### config.mk
export PLATFORM = sky130hd
export DESIGN_NAME = flash_image_download_deframer_flat
export DESIGN_NICKNAME = d
export VERILOG_FILES = /design/src/sv/fidd_pkg.sv /design/src/sv/fidd_ifs.sv /design/src/sv/fidd_front.sv /design/src/sv/fidd_fifo.sv /design/src/sv/fidd_back.sv /design/src/sv/flash_image_download_deframer.sv /design/src/flat_wrapper.sv
export SDC_FILE = /design/constraint.sdc
export NUM_CORES = 1
export LEC_CHECK = 0
export BUFFER_PORTS_ARGS = -buffer_cell sky130_fd_sc_hd__buf_2
export CELL_PAD_IN_SITES_DETAIL_PLACEMENT = 1
export CELL_PAD_IN_SITES_GLOBAL_PLACEMENT = 1
export CORE_ASPECT_RATIO = 0.75
export CORE_MARGIN = 5
export CORE_UTILIZATION = 53
export DETAILED_ROUTE_END_ITERATION = 10
export PLACE_DENSITY_LB_ADDON = 0.1
export SYNTH_ARGS = -nofsm -noshare
export SYNTH_HDL_FRONTEND = slang
export SYNTH_HIERARCHICAL = 1
export SYNTH_SLANG_ARGS = --single-unit
### constraint.sdc
create_clock -name clk -period 6.9 [get_ports clk]
set_input_delay 0.345 -clock clk [delete_from_list [all_inputs] [get_ports clk]]
set_output_delay 0.345 -clock clk [all_outputs]
set_load 0.01 [all_outputs]
### src/sv/fidd_pkg.sv
// Shared types, constants and the CRC-32 byte update for the image download deframer.
`default_nettype none

package fidd_pkg;

    localparam logic [31:0] HDR_MAGIC = 32'h314C_4451;
    localparam logic [31:0] CRC_POLY  = 32'hEDB8_8320;
    localparam logic [31:0] CRC_INIT  = 32'hFFFF_FFFF;
    localparam logic [3:0]  HDR_LAST  = 4'd11;

    localparam int QDEPTH  = 4;
    localparam int QADDR_W = 2;

    typedef enum logic [1:0] {
        PH_IDLE    = 2'd0,
        PH_HEADER  = 2'd1,
        PH_PAYLOAD = 2'd2,
        PH_ENDED   = 2'd3
    } phase_t;

    typedef enum logic [1:0] {
        EV_WRITE   = 2'd0,
        EV_HDR_OK  = 2'd1,
        EV_DONE_OK = 2'd2,
        EV_ERROR   = 2'd3
    } ev_t;

    typedef enum logic [2:0] {
        ERR_NONE      = 3'd0,
        ERR_BAD_BASE  = 3'd1,
        ERR_BAD_HDR   = 3'd2,
        ERR_TOO_LARGE = 3'd3,
        ERR_CRC       = 3'd4
    } err_t;

    typedef enum logic [1:0] {
        OP_ERROR  = 2'd0,
        OP_HDR_OK = 2'd1,
        OP_WRITE  = 2'd2
    } op_kind_t;

    // One classified operation handed from the front end to the back end.
    typedef struct packed {
        op_kind_t    kind;
        err_t        code;
        logic [24:0] address;
        logic [7:0]  data_byte;
        logic [23:0] bytes_done;
        logic        progress;
        logic        fin;
        logic [31:0] expected;
        logic [23:0] size;
    } op_t;

    typedef struct packed {
        ev_t         kind;
        err_t        code;
        logic [24:0] address;
        logic [7:0]  data_byte;
        logic [23:0] bytes_done;
        logic        progress_mark;
        logic        last_of_run;
    } res_t;

    typedef struct packed {
        logic full;
        logic empty;
    } q_stat_t;

    // Reflected CRC-32, one byte folded in.
    function automatic logic [31:0] crc_byte(input logic [31:0] c, input logic [7:0] b);
        logic [31:0] r;
        r = c ^ {24'd0, b};
        for (int k = 0; k < 8; k++) begin
            r = r[0] ? ((r >> 1) ^ CRC_POLY) : (r >> 1);
        end
        return r;
    endfunction

endpackage

`default_nettype wire

### src/sv/fidd_ifs.sv
// Channel interfaces: input item, result and base address write.
`default_nettype none

interface fidd_item_if;
    logic       valid;
    logic       ready;
    logic       command;
    logic [7:0] rx_byte;

    modport source (output valid, output command, output rx_byte, input ready);
    modport sink (input valid, input command, input rx_byte, output ready);
endinterface

interface fidd_result_if;
    logic        valid;
    logic        ready;
    logic [1:0]  event_kind;
    logic [2:0]  error_code;
    logic [24:0] address;
    logic [7:0]  data_byte;
    logic [23:0] bytes_done;
    logic        progress_mark;
    logic        last_of_run;

    modport source (output valid, output event_kind, output error_code, output address,
                    output data_byte, output bytes_done, output progress_mark,
                    output last_of_run, input ready);
    modport sink (input valid, input event_kind, input error_code, input address,
                  input data_byte, input bytes_done, input progress_mark,
                  input last_of_run, output ready);
endinterface

interface fidd_cfg_if;
    logic        valid;
    logic        ready;
    logic [23:0] base_address;

    modport source (output valid, output base_address, input ready);
    modport sink (input valid, input base_address, output ready);
endinterface

`default_nettype wire

### src/sv/fidd_front.sv
// Front end: session state, header parsing and classification of each input beat.
`default_nettype none

module fidd_front #(
    parameter int FLASH_BYTES   = 8388608,
    parameter int SECTOR_BYTES  = 4096,
    parameter int PROGRESS_STEP = 1048576
) (
    input  wire logic              clk,
    input  wire logic              rst_n,
    fidd_item_if.sink              item,
    input  wire logic [23:0]       base_address,
    input  wire fidd_pkg::q_stat_t q_stat,
    output fidd_pkg::op_t          push_op,
    output logic                   push
);
    import fidd_pkg::*;

    localparam int PW = $clog2(PROGRESS_STEP);
    localparam logic [32:0] FLASH_L  = 33'(FLASH_BYTES);
    localparam logic [32:0] SEC_M1   = 33'(SECTOR_BYTES - 1);
    localparam logic [PW-1:0] PROG_LAST = PW'(PROGRESS_STEP - 1);

    phase_t        phase_reg, phase_next;
    logic [3:0]    hdr_cnt_reg, hdr_cnt_next;
    logic [31:0]   magic_reg, magic_next;
    logic [31:0]   size_reg, size_next;
    logic [31:0]   expect_reg, expect_next;
    logic [23:0]   addr_reg, addr_next;
    logic [23:0]   written_reg, written_next;
    logic [PW-1:0] prog_cnt_reg, prog_cnt_next;

    logic          accept;
    logic [31:0]   shifted;
    logic [32:0]   end_sum;
    logic [32:0]   end_rounded;
    logic [23:0]   done;
    logic          fin;
    logic          step_hit;

    assign item.ready = !q_stat.full;
    assign accept     = item.valid && item.ready;

    assign shifted     = {24'd0, item.rx_byte} << {hdr_cnt_reg[1:0], 3'b000};
    assign end_sum     = {9'd0, addr_reg} + {1'b0, size_reg};
    // Sector size is a power of two, so rounding up is an add and a mask.
    assign end_rounded = (end_sum + SEC_M1) & ~SEC_M1;
    assign done        = written_reg + 24'd1;
    assign fin         = {8'd0, done} >= size_reg;
    assign step_hit    = prog_cnt_reg == PROG_LAST;

    always_comb
    begin
        phase_next    = phase_reg;
        hdr_cnt_next  = hdr_cnt_reg;
        magic_next    = magic_reg;
        size_next     = size_reg;
        expect_next   = expect_reg;
        addr_next     = addr_reg;
        written_next  = written_reg;
        prog_cnt_next = prog_cnt_reg;
        push          = 1'b0;
        push_op       = '0;
        push_op.code  = ERR_NONE;

        if (accept)
        begin
            if (!item.command)
            begin
                hdr_cnt_next  = '0;
                magic_next    = '0;
                size_next     = '0;
                expect_next   = '0;
                written_next  = '0;
                prog_cnt_next = '0;
                if ({1'b0, base_address} >= 25'(FLASH_BYTES))
                begin
                    addr_next    = '0;
                    phase_next   = PH_ENDED;
                    push         = 1'b1;
                    push_op.kind = OP_ERROR;
                    push_op.code = ERR_BAD_BASE;
                end
                else
                begin
                    addr_next  = base_address;
                    phase_next = PH_HEADER;
                end
            end
            else
            begin
                case (phase_reg)
                    PH_HEADER:
                    begin
                        hdr_cnt_next = hdr_cnt_reg + 4'd1;
                        case (hdr_cnt_reg[3:2])
                            2'd0:    magic_next  = magic_reg | shifted;
                            2'd1:    size_next   = size_reg | shifted;
                            default: expect_next = expect_reg | shifted;
                        endcase
                        // Magic and size are complete by the last header beat.
                        if (hdr_cnt_reg == HDR_LAST)
                        begin
                            push       = 1'b1;
                            phase_next = PH_ENDED;
                            if (magic_reg != HDR_MAGIC || size_reg == 32'd0)
                            begin
                                push_op.kind = OP_ERROR;
                                push_op.code = ERR_BAD_HDR;
                            end
                            else if (end_sum > FLASH_L)
                            begin
                                push_op.kind = OP_ERROR;
                                push_op.code = ERR_TOO_LARGE;
                            end
                            else
                            begin
                                phase_next      = PH_PAYLOAD;
                                written_next    = '0;
                                prog_cnt_next   = '0;
                                push_op.kind    = OP_HDR_OK;
                                push_op.address = end_rounded[24:0];
                            end
                        end
                    end
                    PH_PAYLOAD:
                    begin
                        push               = 1'b1;
                        push_op.kind       = OP_WRITE;
                        push_op.address    = {1'b0, addr_reg};
                        push_op.data_byte  = item.rx_byte;
                        push_op.bytes_done = done;
                        push_op.progress   = step_hit || fin;
                        push_op.fin        = fin;
                        push_op.expected   = expect_reg;
                        push_op.size       = size_reg[23:0];
                        addr_next          = addr_reg + 24'd1;
                        written_next       = done;
                        prog_cnt_next      = step_hit ? '0 : prog_cnt_reg + PW'(1);
                        if (fin)
                        begin
                            phase_next = PH_ENDED;
                        end
                    end
                    default:
                    begin
                    end
                endcase
            end
        end
    end

    always_ff @(posedge clk or negedge rst_n)
    begin
        if (!rst_n)
        begin
            phase_reg    <= PH_IDLE;
            hdr_cnt_reg  <= '0;
            magic_reg    <= '0;
            size_reg     <= '0;
            expect_reg   <= '0;
            addr_reg     <= '0;
            written_reg  <= '0;
            prog_cnt_reg <= '0;
        end
        else
        begin
            phase_reg    <= phase_next;
            hdr_cnt_reg  <= hdr_cnt_next;
            magic_reg    <= magic_next;
            size_reg     <= size_next;
            expect_reg   <= expect_next;
            addr_reg     <= addr_next;
            written_reg  <= written_next;
            prog_cnt_reg <= prog_cnt_next;
        end
    end

endmodule

`default_nettype wire

### src/sv/fidd_fifo.sv
// Short operation queue between the front end and the back end.
`default_nettype none

module fidd_fifo (
    input  wire logic              clk,
    input  wire logic              rst_n,
    input  wire logic              push,
    input  wire fidd_pkg::op_t     push_op,
    input  wire logic              pop,
    output fidd_pkg::op_t          pop_op,
    output fidd_pkg::q_stat_t      q_stat
);
    import fidd_pkg::*;

    op_t                slot_reg [QDEPTH];
    logic [QADDR_W-1:0] wr_ptr_reg, wr_ptr_next;
    logic [QADDR_W-1:0] rd_ptr_reg, rd_ptr_next;
    logic [QADDR_W:0]   count_reg, count_next;

    assign q_stat.full  = count_reg == (QADDR_W + 1)'(QDEPTH);
    assign q_stat.empty = count_reg == '0;
    assign pop_op       = slot_reg[rd_ptr_reg];

    always_comb
    begin
        wr_ptr_next = push ? wr_ptr_reg + QADDR_W'(1) : wr_ptr_reg;
        rd_ptr_next = pop ? rd_ptr_reg + QADDR_W'(1) : rd_ptr_reg;
        count_next  = count_reg + (QADDR_W + 1)'(push) - (QADDR_W + 1)'(pop);
    end

    always_ff @(posedge clk)
    begin
        if (push)
        begin
            slot_reg[wr_ptr_reg] <= push_op;
        end
    end

    always_ff @(posedge clk or negedge rst_n)
    begin
        if (!rst_n)
        begin
            wr_ptr_reg <= '0;
            rd_ptr_reg <= '0;
            count_reg  <= '0;
        end
        else
        begin
            wr_ptr_reg <= wr_ptr_next;
            rd_ptr_reg <= rd_ptr_next;
            count_reg  <= count_next;
        end
    end

    a_no_overflow: assert property (@(posedge clk) disable iff (!rst_n)
        q_stat.full |-> !push)
        else $error("queue written while full");

    a_no_underflow: assert property (@(posedge clk) disable iff (!rst_n)
        q_stat.empty |-> !pop)
        else $error("queue read while empty");

endmodule

`default_nettype wire

### src/sv/fidd_back.sv
// Back end: CRC-32 accumulation and result generation with an output register.
`default_nettype none

module fidd_back (
    input  wire logic              clk,
    input  wire logic              rst_n,
    input  wire fidd_pkg::op_t     q_op,
    input  wire fidd_pkg::q_stat_t q_stat,
    output logic                   q_pop,
    fidd_result_if.source          result
);
    import fidd_pkg::*;

    logic        out_valid_reg, out_valid_next;
    res_t        out_reg, out_next;
    logic        pend_valid_reg, pend_valid_next;
    res_t        pend_reg, pend_next;
    logic [31:0] crc_reg, crc_next;

    logic        load;
    logic [31:0] crc_upd;
    res_t        op_res;
    res_t        end_res;

    assign load    = !out_valid_reg || result.ready;
    assign q_pop   = load && !pend_valid_reg && !q_stat.empty;
    assign crc_upd = crc_byte(crc_reg, q_op.data_byte);

    always_comb
    begin
        op_res             = '0;
        op_res.code        = q_op.code;
        op_res.last_of_run = 1'b1;
        case (q_op.kind)
            OP_ERROR:  op_res.kind = EV_ERROR;
            OP_HDR_OK:
            begin
                op_res.kind    = EV_HDR_OK;
                op_res.address = q_op.address;
            end
            OP_WRITE:
            begin
                op_res.kind          = EV_WRITE;
                op_res.address       = q_op.address;
                op_res.data_byte     = q_op.data_byte;
                op_res.bytes_done    = q_op.bytes_done;
                op_res.progress_mark = q_op.progress;
                op_res.last_of_run   = !q_op.fin;
            end
            default:   op_res.kind = EV_ERROR;
        endcase

        // Session result that follows the last payload write.
        end_res             = '0;
        end_res.bytes_done  = q_op.size;
        end_res.last_of_run = 1'b1;
        if ((crc_upd ^ CRC_INIT) == q_op.expected)
        begin
            end_res.kind = EV_DONE_OK;
            end_res.code = ERR_NONE;
        end
        else
        begin
            end_res.kind = EV_ERROR;
            end_res.code = ERR_CRC;
        end
    end

    always_comb
    begin
        out_valid_next  = out_valid_reg;
        out_next        = out_reg;
        pend_valid_next = pend_valid_reg;
        pend_next       = pend_reg;
        crc_next        = crc_reg;

        if (load)
        begin
            if (pend_valid_reg)
            begin
                out_valid_next  = 1'b1;
                out_next        = pend_reg;
                pend_valid_next = 1'b0;
            end
            else if (!q_stat.empty)
            begin
                out_valid_next = 1'b1;
                out_next       = op_res;
                case (q_op.kind)
                    OP_HDR_OK: crc_next = CRC_INIT;
                    OP_WRITE:
                    begin
                        crc_next = crc_upd;
                        if (q_op.fin)
                        begin
                            pend_valid_next = 1'b1;
                            pend_next       = end_res;
                        end
                    end
                    default:
                    begin
                    end
                endcase
            end
            else
            begin
                out_valid_next = 1'b0;
            end
        end
    end

    always_ff @(posedge clk or negedge rst_n)
    begin
        if (!rst_n)
        begin
            out_valid_reg  <= 1'b0;
            pend_valid_reg <= 1'b0;
            crc_reg        <= CRC_INIT;
        end
        else
        begin
            out_valid_reg  <= out_valid_next;
            pend_valid_reg <= pend_valid_next;
            crc_reg        <= crc_next;
        end
    end

    always_ff @(posedge clk)
    begin
        out_reg  <= out_next;
        pend_reg <= pend_next;
    end

    assign result.valid         = out_valid_reg;
    assign result.event_kind    = out_reg.kind;
    assign result.error_code    = out_reg.code;
    assign result.address       = out_reg.address;
    assign result.data_byte     = out_reg.data_byte;
    assign result.bytes_done    = out_reg.bytes_done;
    assign result.progress_mark = out_reg.progress_mark;
    assign result.last_of_run   = out_reg.last_of_run;

    a_pend_behind_write: assert property (@(posedge clk) disable iff (!rst_n)
        pend_valid_reg |-> out_valid_reg && out_reg.kind == EV_WRITE && !out_reg.last_of_run)
        else $error("session result pending without its final write in the output");

    a_no_pop_while_pend: assert property (@(posedge clk) disable iff (!rst_n)
        pend_valid_reg |-> !q_pop)
        else $error("queue popped while a session result is pending");

    a_pend_follows: assert property (@(posedge clk) disable iff (!rst_n)
        pend_valid_reg && result.ready |=> out_valid_reg && out_reg.last_of_run
            && (out_reg.kind == EV_DONE_OK || out_reg.kind == EV_ERROR))
        else $error("session result did not follow the final write");

endmodule

`default_nettype wire

### src/sv/flash_image_download_deframer.sv
// Top level of the CRC-32 checked flash image download deframer.
//
//  channel  | dir | beat carries                               | accepted when
//  ---------+-----+--------------------------------------------+-------------------
//  item     | in  | command, rx_byte                           | valid && ready
//  result   | out | event_kind, error_code, address, data_byte,| valid && ready
//           |     | bytes_done, progress_mark, last_of_run     |
//  cfg      | in  | base_address                               | valid (ready high)
//
// One item per cycle is taken while the queue is not full; a result is registered at
// the edge where its operation leaves the queue, so with nothing ahead of it a result
// passes a queue slot and then the output register. A final payload byte gives two
// results, which the four-entry operation queue between front and back absorbs.
// Reset clears all control state at once; there is no clearing pass.
// The item channel stalls only when the queue is full; a result stall backs up the queue.
`default_nettype none

module flash_image_download_deframer #(
    parameter int FLASH_BYTES   = 8388608,
    parameter int SECTOR_BYTES  = 4096,
    parameter int PROGRESS_STEP = 1048576
) (
    input  wire logic     clk,
    input  wire logic     rst_n,
    fidd_item_if.sink     item,
    fidd_result_if.source result,
    fidd_cfg_if.sink      cfg
);
    import fidd_pkg::*;

    logic [23:0] base_reg;
    op_t         push_op;
    logic        push;
    op_t         q_op;
    logic        q_pop;
    q_stat_t     q_stat;

    assign cfg.ready = 1'b1;

    always_ff @(posedge clk or negedge rst_n)
    begin
        if (!rst_n)
        begin
            base_reg <= '0;
        end
        else if (cfg.valid)
        begin
            base_reg <= cfg.base_address;
        end
    end

    fidd_front #(
        .FLASH_BYTES   (FLASH_BYTES),
        .SECTOR_BYTES  (SECTOR_BYTES),
        .PROGRESS_STEP (PROGRESS_STEP)
    ) u_front (
        .clk          (clk),
        .rst_n        (rst_n),
        .item         (item),
        .base_address (base_reg),
        .q_stat       (q_stat),
        .push_op      (push_op),
        .push         (push)
    );

    fidd_fifo u_fifo (
        .clk     (clk),
        .rst_n   (rst_n),
        .push    (push),
        .push_op (push_op),
        .pop     (q_pop),
        .pop_op  (q_op),
        .q_stat  (q_stat)
    );

    fidd_back u_back (
        .clk    (clk),
        .rst_n  (rst_n),
        .q_op   (q_op),
        .q_stat (q_stat),
        .q_pop  (q_pop),
        .result (result)
    );

endmodule

`default_nettype wire

### src/flat_wrapper.sv
// flat-port wrapper written by rule: the top's interface ports become plain ports
module flash_image_download_deframer_flat import fidd_pkg::*;
#(
    parameter int FLASH_BYTES   = 8388608,
    parameter int SECTOR_BYTES  = 4096,
    parameter int PROGRESS_STEP = 1048576
)
  (clk, rst_n, item_valid, item_command, item_rx_byte, item_ready, result_valid, result_event_kind, result_error_code, result_address, result_data_byte, result_bytes_done, result_progress_mark, result_last_of_run, result_ready, cfg_valid, cfg_base_address, cfg_ready);
  fidd_item_if item_i ();
  fidd_result_if result_i ();
  fidd_cfg_if cfg_i ();
  input  wire logic clk;
  input  wire logic rst_n;
  input wire logic [$bits(item_i.valid)-1:0] item_valid;
  input wire logic [$bits(item_i.command)-1:0] item_command;
  input wire logic [$bits(item_i.rx_byte)-1:0] item_rx_byte;
  output wire logic [$bits(item_i.ready)-1:0] item_ready;
  output wire logic [$bits(result_i.valid)-1:0] result_valid;
  output wire logic [$bits(result_i.event_kind)-1:0] result_event_kind;
  output wire logic [$bits(result_i.error_code)-1:0] result_error_code;
  output wire logic [$bits(result_i.address)-1:0] result_address;
  output wire logic [$bits(result_i.data_byte)-1:0] result_data_byte;
  output wire logic [$bits(result_i.bytes_done)-1:0] result_bytes_done;
  output wire logic [$bits(result_i.progress_mark)-1:0] result_progress_mark;
  output wire logic [$bits(result_i.last_of_run)-1:0] result_last_of_run;
  input wire logic [$bits(result_i.ready)-1:0] result_ready;
  input wire logic [$bits(cfg_i.valid)-1:0] cfg_valid;
  input wire logic [$bits(cfg_i.base_address)-1:0] cfg_base_address;
  output wire logic [$bits(cfg_i.ready)-1:0] cfg_ready;
  assign item_i.valid = item_valid;
  assign item_i.command = item_command;
  assign item_i.rx_byte = item_rx_byte;
  assign item_ready = item_i.ready;
  assign result_valid = result_i.valid;
  assign result_event_kind = result_i.event_kind;
  assign result_error_code = result_i.error_code;
  assign result_address = result_i.address;
  assign result_data_byte = result_i.data_byte;
  assign result_bytes_done = result_i.bytes_done;
  assign result_progress_mark = result_i.progress_mark;
  assign result_last_of_run = result_i.last_of_run;
  assign result_i.ready = result_ready;
  assign cfg_i.valid = cfg_valid;
  assign cfg_i.base_address = cfg_base_address;
  assign cfg_ready = cfg_i.ready;
  flash_image_download_deframer #(.FLASH_BYTES(FLASH_BYTES), .SECTOR_BYTES(SECTOR_BYTES), .PROGRESS_STEP(PROGRESS_STEP)) u_core (.clk(clk), .rst_n(rst_n), .item(item_i), .result(result_i), .cfg(cfg_i));
endmodule
Yosys cells after proc, flatten, opt, wreduce, memory -nomap -nowiden:

Memory sizes are Yosys's and may differ from the RTL's.
Index checks and enable logic that the tools add are counted.

* memories: 1
* logic and storage cells: 177
* output and inout bits: 67
* memory bits (writable): 480
* bits in registers: 328
* input port bits: 38

Memories
* u_core.u_fifo.slot_reg: words 4, width 120, read ports 1, clocked after Yosys merged registers in 0, wr ports 1, line fidd_fifo.sv:15 `op_t slot_reg [QDEPTH];`

* shifts and indexed selects: 1
* $lt $le $gt $ge: 3
* add/subtract/negate cells: 10
* reductions and logical operators: 27
* eq/ne operators: 21
* bitwise operators: 15
* mux-type cells: 74

Operator list (number)
* 32-bit two-way mux: 17
* 24-bit two-way mux: 7
* 64-bit two-way mux: 2
* 120-bit two-way mux: 1
* 115-bit two-way mux: 1
* 13-bit NOT with 14-bit output: 8
* 20-bit two-way mux: 5
* 32-bit bitwise OR: 3
* 90-bit two-way mux: 1
* 25-bit two-way mux: 3
* 32-bit one-hot mux with 2 select lines: 1
* 25-bit one-hot mux with 2 select lines: 1
* 24-bit by 1-bit adder with 24-bit output, second input constant: 2
* 24-bit one-hot mux with 2 select lines: 1
* 20-bit one-hot mux with 2 select lines: 1
* 34-bit two-way mux: 1
* 24-bit by 32-bit adder with 33-bit output: 1
* 33-bit by 24-bit > comparator with 1-bit output, second input constant: 1
* 32-bit equality test: 1
* 24-bit by 32-bit >= comparator with 1-bit output: 1
* 32-bit logical NOT: 1
* 32-bit by 30-bit inequality test with 1-bit output, second input constant: 1
* 32-bit NOT: 1
* 8-bit by 5-bit left shift with 32-bit output: 1
* 37 further kinds: 88

Depth between registers and ports, before layout:

An unclocked memory read counts as a cell.

* depth after elaboration: 21
* gate-level depth with buffers: 20
* depth with buffers taken out: 19

Modules after synthesis:

Netlist, hierarchy kept.

By module, submodules not included
* fidd_fifo: instances 1, area each 17779.6 um^2, cells each 661
* fidd_front: instances 1, area each 11385.9 um^2, cells each 1422
* fidd_back: instances 1, area each 6045.8 um^2, cells each 411
* flash_image_download_deframer: instances 1, area each 1008.5 um^2, cells each 53

Worst setup path before layout:

No wires, ideal clock.

* path type: reg2reg
* from: register u_core.u_front.phase_reg[1]
* to: memory u_core/u_fifo/slot_reg[0][0] (netlist name) (enable)
* path slack: 1.991 ns
* cell stages (with the launch flop): 8
* buffers on the path: 0
* arrival: 4.416 ns
* cell sequence: dfrtp_1 > inv_1 > ha_1 > nand2_1 > nor3b_1 > o21ai_0 > a21oi_1 > and2_1

* cells in the longest elaborated chain, start to end: 6
* elaborated cells between the ends (all ways): 7
* classes of those cells: eq/ne (2); mux (5)

Ends and longest elaborated chain
* start: declaration: line fidd_front.sv:24 `phase_t phase_reg, phase_next;`
* start signal: assignment: line fidd_front.sv:168 `phase_reg <= phase_next;`
* 2-bit equality test or 2-bit by 1-bit equality test with 1-bit output (tied branches): line fidd_front.sv:92 `case (phase_reg)`
* 1-bit one-hot mux with 2 select lines (*): line fidd_front.sv:92
* 1-bit two-way mux (*): line fidd_front.sv:68 `if (!item.command)`
* 1-bit two-way mux (*): line fidd_front.sv:66 `if (accept)`
* via u_core.push: line flash_image_download_deframer.sv:33 `logic push;`
* 1-bit two-way mux (*): line fidd_fifo.sv:33 `if (push)`
* 1-bit two-way mux (implied by the code) (*): line fidd_fifo.sv:35 `slot_reg[wr_ptr_reg] <= push_op;`
* end: declaration: line fidd_fifo.sv:15

Mark *: on every way through the listed nets, which the timed path passes. The rest lies on a longest branch.

==> summary.txt <==
Drt
  – DRT Pass-1 Iters: 5
  – Post-Route WL: 97.6 mm
  – Iter 0 DRT Violations: 1772
  – DRC: 0
  – Number of routed nets with antenna violations: 0
  – Via count: 22200
  – Wire length per cell: 27.1 um
  – Vias per cell: 6.18

STA
  – Crit share post-route: 0.779
  – Unrepaired setup endpoints after global routing: no
  – Tmin final: 5.38 ns
  – Clock skew: 0.0289 ns
  – Worst Tran Pin Value: 1.29 ns
  – Final-report setup violation count: 0
  – Peak Freq: 186 MHz
  – Pins Over Slew Limit: 0
  – Final Worst Setup Slack: 1.52 ns
  – TNS Setup: 0 ns
  – Final hold violation count: 0
  – Slew margin rel.: 0.138

Global routing
  – Antenna violations before repair: 1
  – Total GRT Usage: 0.265
  – Vias in the first global route: 23300
  – First-pass GRT wire length: 149 mm
  – Largest net degree at the start of global routing: 151
  – Overflow after GRT: 0

Critical path
  – Register-to-register setup slack: 1.52 ns
  – CP Max Fanout: 12
  – WS Path Type: flip-flop to flip-flop
  – Worst Reg-to-Reg Cells: 12
  – Worst path cell trace: ha_1 -> o211ai_1 -> o21ai_0 -> nand3_1 -> a32oi_1 -> xor2_1 -> nand2b_1 -> or4b_1 -> o41a_1 -> nor3_1 -> nand2_1 -> o21ai_0
  – Slowest cell on crit path: o21ai_0
  – Delay-heaviest family, CP: compound AO/OA/AOI/OAI gates
  – Worst setup endpoint: u_core/u_fifo/slot_reg[0][112]
  – Crit. Startpoint: u_core/u_front/addr_reg[2]
  – Crit. path cell count: 12
  – Cell mode on critical path: o21ai_0
  – FF-to-FF End: u_core/u_fifo/slot_reg[0][112]
  – CP endpoint kind: flip-flop
  – CP arrival: 5.77 ns
  – Buf+Inv Stages, Crit Path: 0
  – Critical path required time: 7.30 ns
  – Startpoint types: flip-flop
  – Max incr delay on CP: 0.61 ns
  – R2R Path Start: u_core/u_front/addr_reg[2]

CTS
  – Clock Path Buffers: 3
  – CTS resizes: 0
  – CTS root buf: clkbuf_16
  – Worst-Skew Late Latency: 0.66 ns
  – CTS tree: built
  – Clk slew on worst S/H paths: 0.07 ns
  – Htree depth: 3
  – # clock sinks: 804
  – TritonCTS Buffers: 80

Yosys
  – Yosys top cell by area: edfxtp_1
  – Post-synth top flop: edfxtp_1
  – Synthesized flop and latch total: 804
  – Async set-or-reset flop fraction in the synthesized netlist: 0.292
  – Synthesis warning total: 6
  – Avg Cell Area, Syn: 14.2 sq um
  – Synthesized area: 0.0362 sq mm
  – Share of Yosys cell area claimed by the top area cell type: 0.472
  – Mapped Cells: 2547
  – Netlist cell types: 93
  – Seq/Total Area, Yosys: 0.635
  – Area contributors post-synth: edfxtp_1, dfrtp_1, mux4_2
  – Post-synth EDFFs: 569

Floorplan
  – Die area: 0.0737 sq mm
  – FP Rows: 83
  – Starting Density: 0.532
  – Core area: 0.0681 sq mm
  – I/O pins: 105
  – Die Y: 236 um
  – Die outline width: 312 um

Power and ir drop
  – Internal power: 11.4 mW
  – LEAKAGE: 15.0 nW
  – Switching share of power: 0.340
  – Pwr/cell area: 427 mW/mm^2
  – IR drop worst, VDD: 299 uV
  – Clock group share of total power: 0.262
  – Part of the power in combinational logic: 0.370
  – Power Total: 17.2 mW
  – Switching power: 5.86 mW
  – Power share of the sequential group: 0.368

Final layout
  – Filler Cell Count: 6425
  – Cell Count, Final, Fillers Out: 3595
  – Antenna cell count: 0
  – Most frequent cells in the layout: edfxtp_1, nor2_1, dfrtp_1
  – FF/Latch Area: 0.0230 sq mm
  – Commonest non-fill, non-tap cell in the layout: edfxtp_1
  – Largest register FFs: 480
  – Core Util, Final: 0.593
  – Final net count: 2740
  – Layout area overhead: 11.6%
  – Multi-input gate area: 0.0122 sq mm
  – Share of cells above drive strength 1: 0.180

Placed design
  – Final RePlAce weighted congestion: 0.883
  – Pre-CTS WS: 1.69 ns
  – IO Port Bufs: 103
  – DP HPWL: 62.0 mm
  – Post-Place Cells: 3423

Min path
  – WHS Path Cells: 3
  – Hold crit path type: primary input to flip-flop

Run status
  – Status: complete, no violations

Run
  – Max-Cap Viols: 0
-- per-layer routing --
layer | routed length (um) | global-route usage
met5 | 0 | 0
met3 | 5880 | 0.0468
met1 | 44600 | 0.397
met4 | 1970 | 0.0616
met2 | 45100 | 0.412
-- per-stage QoR --
stage / instance area [sq um] / hold slack (ns)
after detailed placement: 37400 / 0.433
after global routing: 40400 / 0.177
after floorplan: 36200 / 0.0494
after CTS: 40400 / 0.140
after global placement: 37400 / 0.424
final: 40400 / 0.177
-- power groups by stage --
stage                     sequential (mW)  combinational [mW]  clock, mW
after floorplan                      6.37                4.68          0
after detailed placement             6.44                6.34          0
after global placement               6.38                6.20          0
final                                6.34                6.38       4.52
after CTS                            6.35                6.39       4.62
after global routing                 6.40                6.81       4.83
-- cells by family (layout without fill, tap and decap cells) --
logic type,count (synthesis),after routing,synth area share
xor gates and xnor gates,162,162,0.0506
AOI/OAI and AO/OA,450,450,0.0790
DFF,804,804,0.635
muxes,161,161,0.0890
buffers and inverters,215,370,0.0294
adders and majority gates,64,64,0.0225
other,2,3,0.000207
and+or+nand+nor,689,689,0.0941
-- worst min path at each step --
stage,start,to,slack [ns]
2_1_floorplan,rst_n,u_core/base_reg[0],0.05
3_3_place_gp,rst_n,u_core/u_fifo/rd_ptr_reg[1],0.42
3_5_place_dp,rst_n,u_core/u_fifo/rd_ptr_reg[1],0.43
4_1_cts,item_command,u_core/u_front/written_reg[1],0.14
5_1_grt,item_command,u_core/u_front/written_reg[1],0.18
6_report,item_rx_byte[7],u_core/u_front/size_reg[15],0.18
-- worst min-delay path, delay by kind of cell --
| family | cells | cell delay (ns) |
|---|---|---|
| simple gates | 1 | 0.13 |
| compound gates | 1 | 0.07 |
| buf+inv | 1 | 0.24 |
-- cells in the mapped netlist (6+ instances only) --
cell and n:
edfxtp_1 569, nor2_1 219, dfrtp_1 203, mux4_2 120, nand2_1 109, a21oi_1 108
and2_1 106, clkbuf_1 105, o21ai_0 88, nand3_1 84, xnor2_1 82, a31oi_1 78
inv_1 63, ha_1 62, xor2_1 49, dfstp_2 32, and3_1 30, nand4_1 27
nor2b_1 27, a22o_1 26, nor3_1 22, o21ai_1 21, mux2_4 20, o31ai_1 20
o22ai_1 18, buf_2 17, nand2b_1 17, a21o_1 15, mux2i_1 14, xnor3_1 14
nor4_1 13, o22a_1 11, buf_12 10, o21a_1 9, a211oi_1 8, buf_1 7
buf_4 7, mux2_2 7, o211ai_1 7, nor4b_1 6, or3_1 6
-- repair_timing --
item | in CTS | in global routing
setup buffers | 0 | 0
hold endpoints to repair | 93 | 0
hold buffers | 25 | 0
-- final cells by class --
cell class | count | area share
multi-input cells | 1529 | 0.303
repair buffers | 160 | 0.0270
clock inverters | 40 | 0.0120
clock buffers | 107 | 0.0556
flip-flops and latches | 804 | 0.569
well taps | 892 | 0.0276
inverters | 63 | 0.00585
No activity file was read; power rests on OpenSTA's default activity.
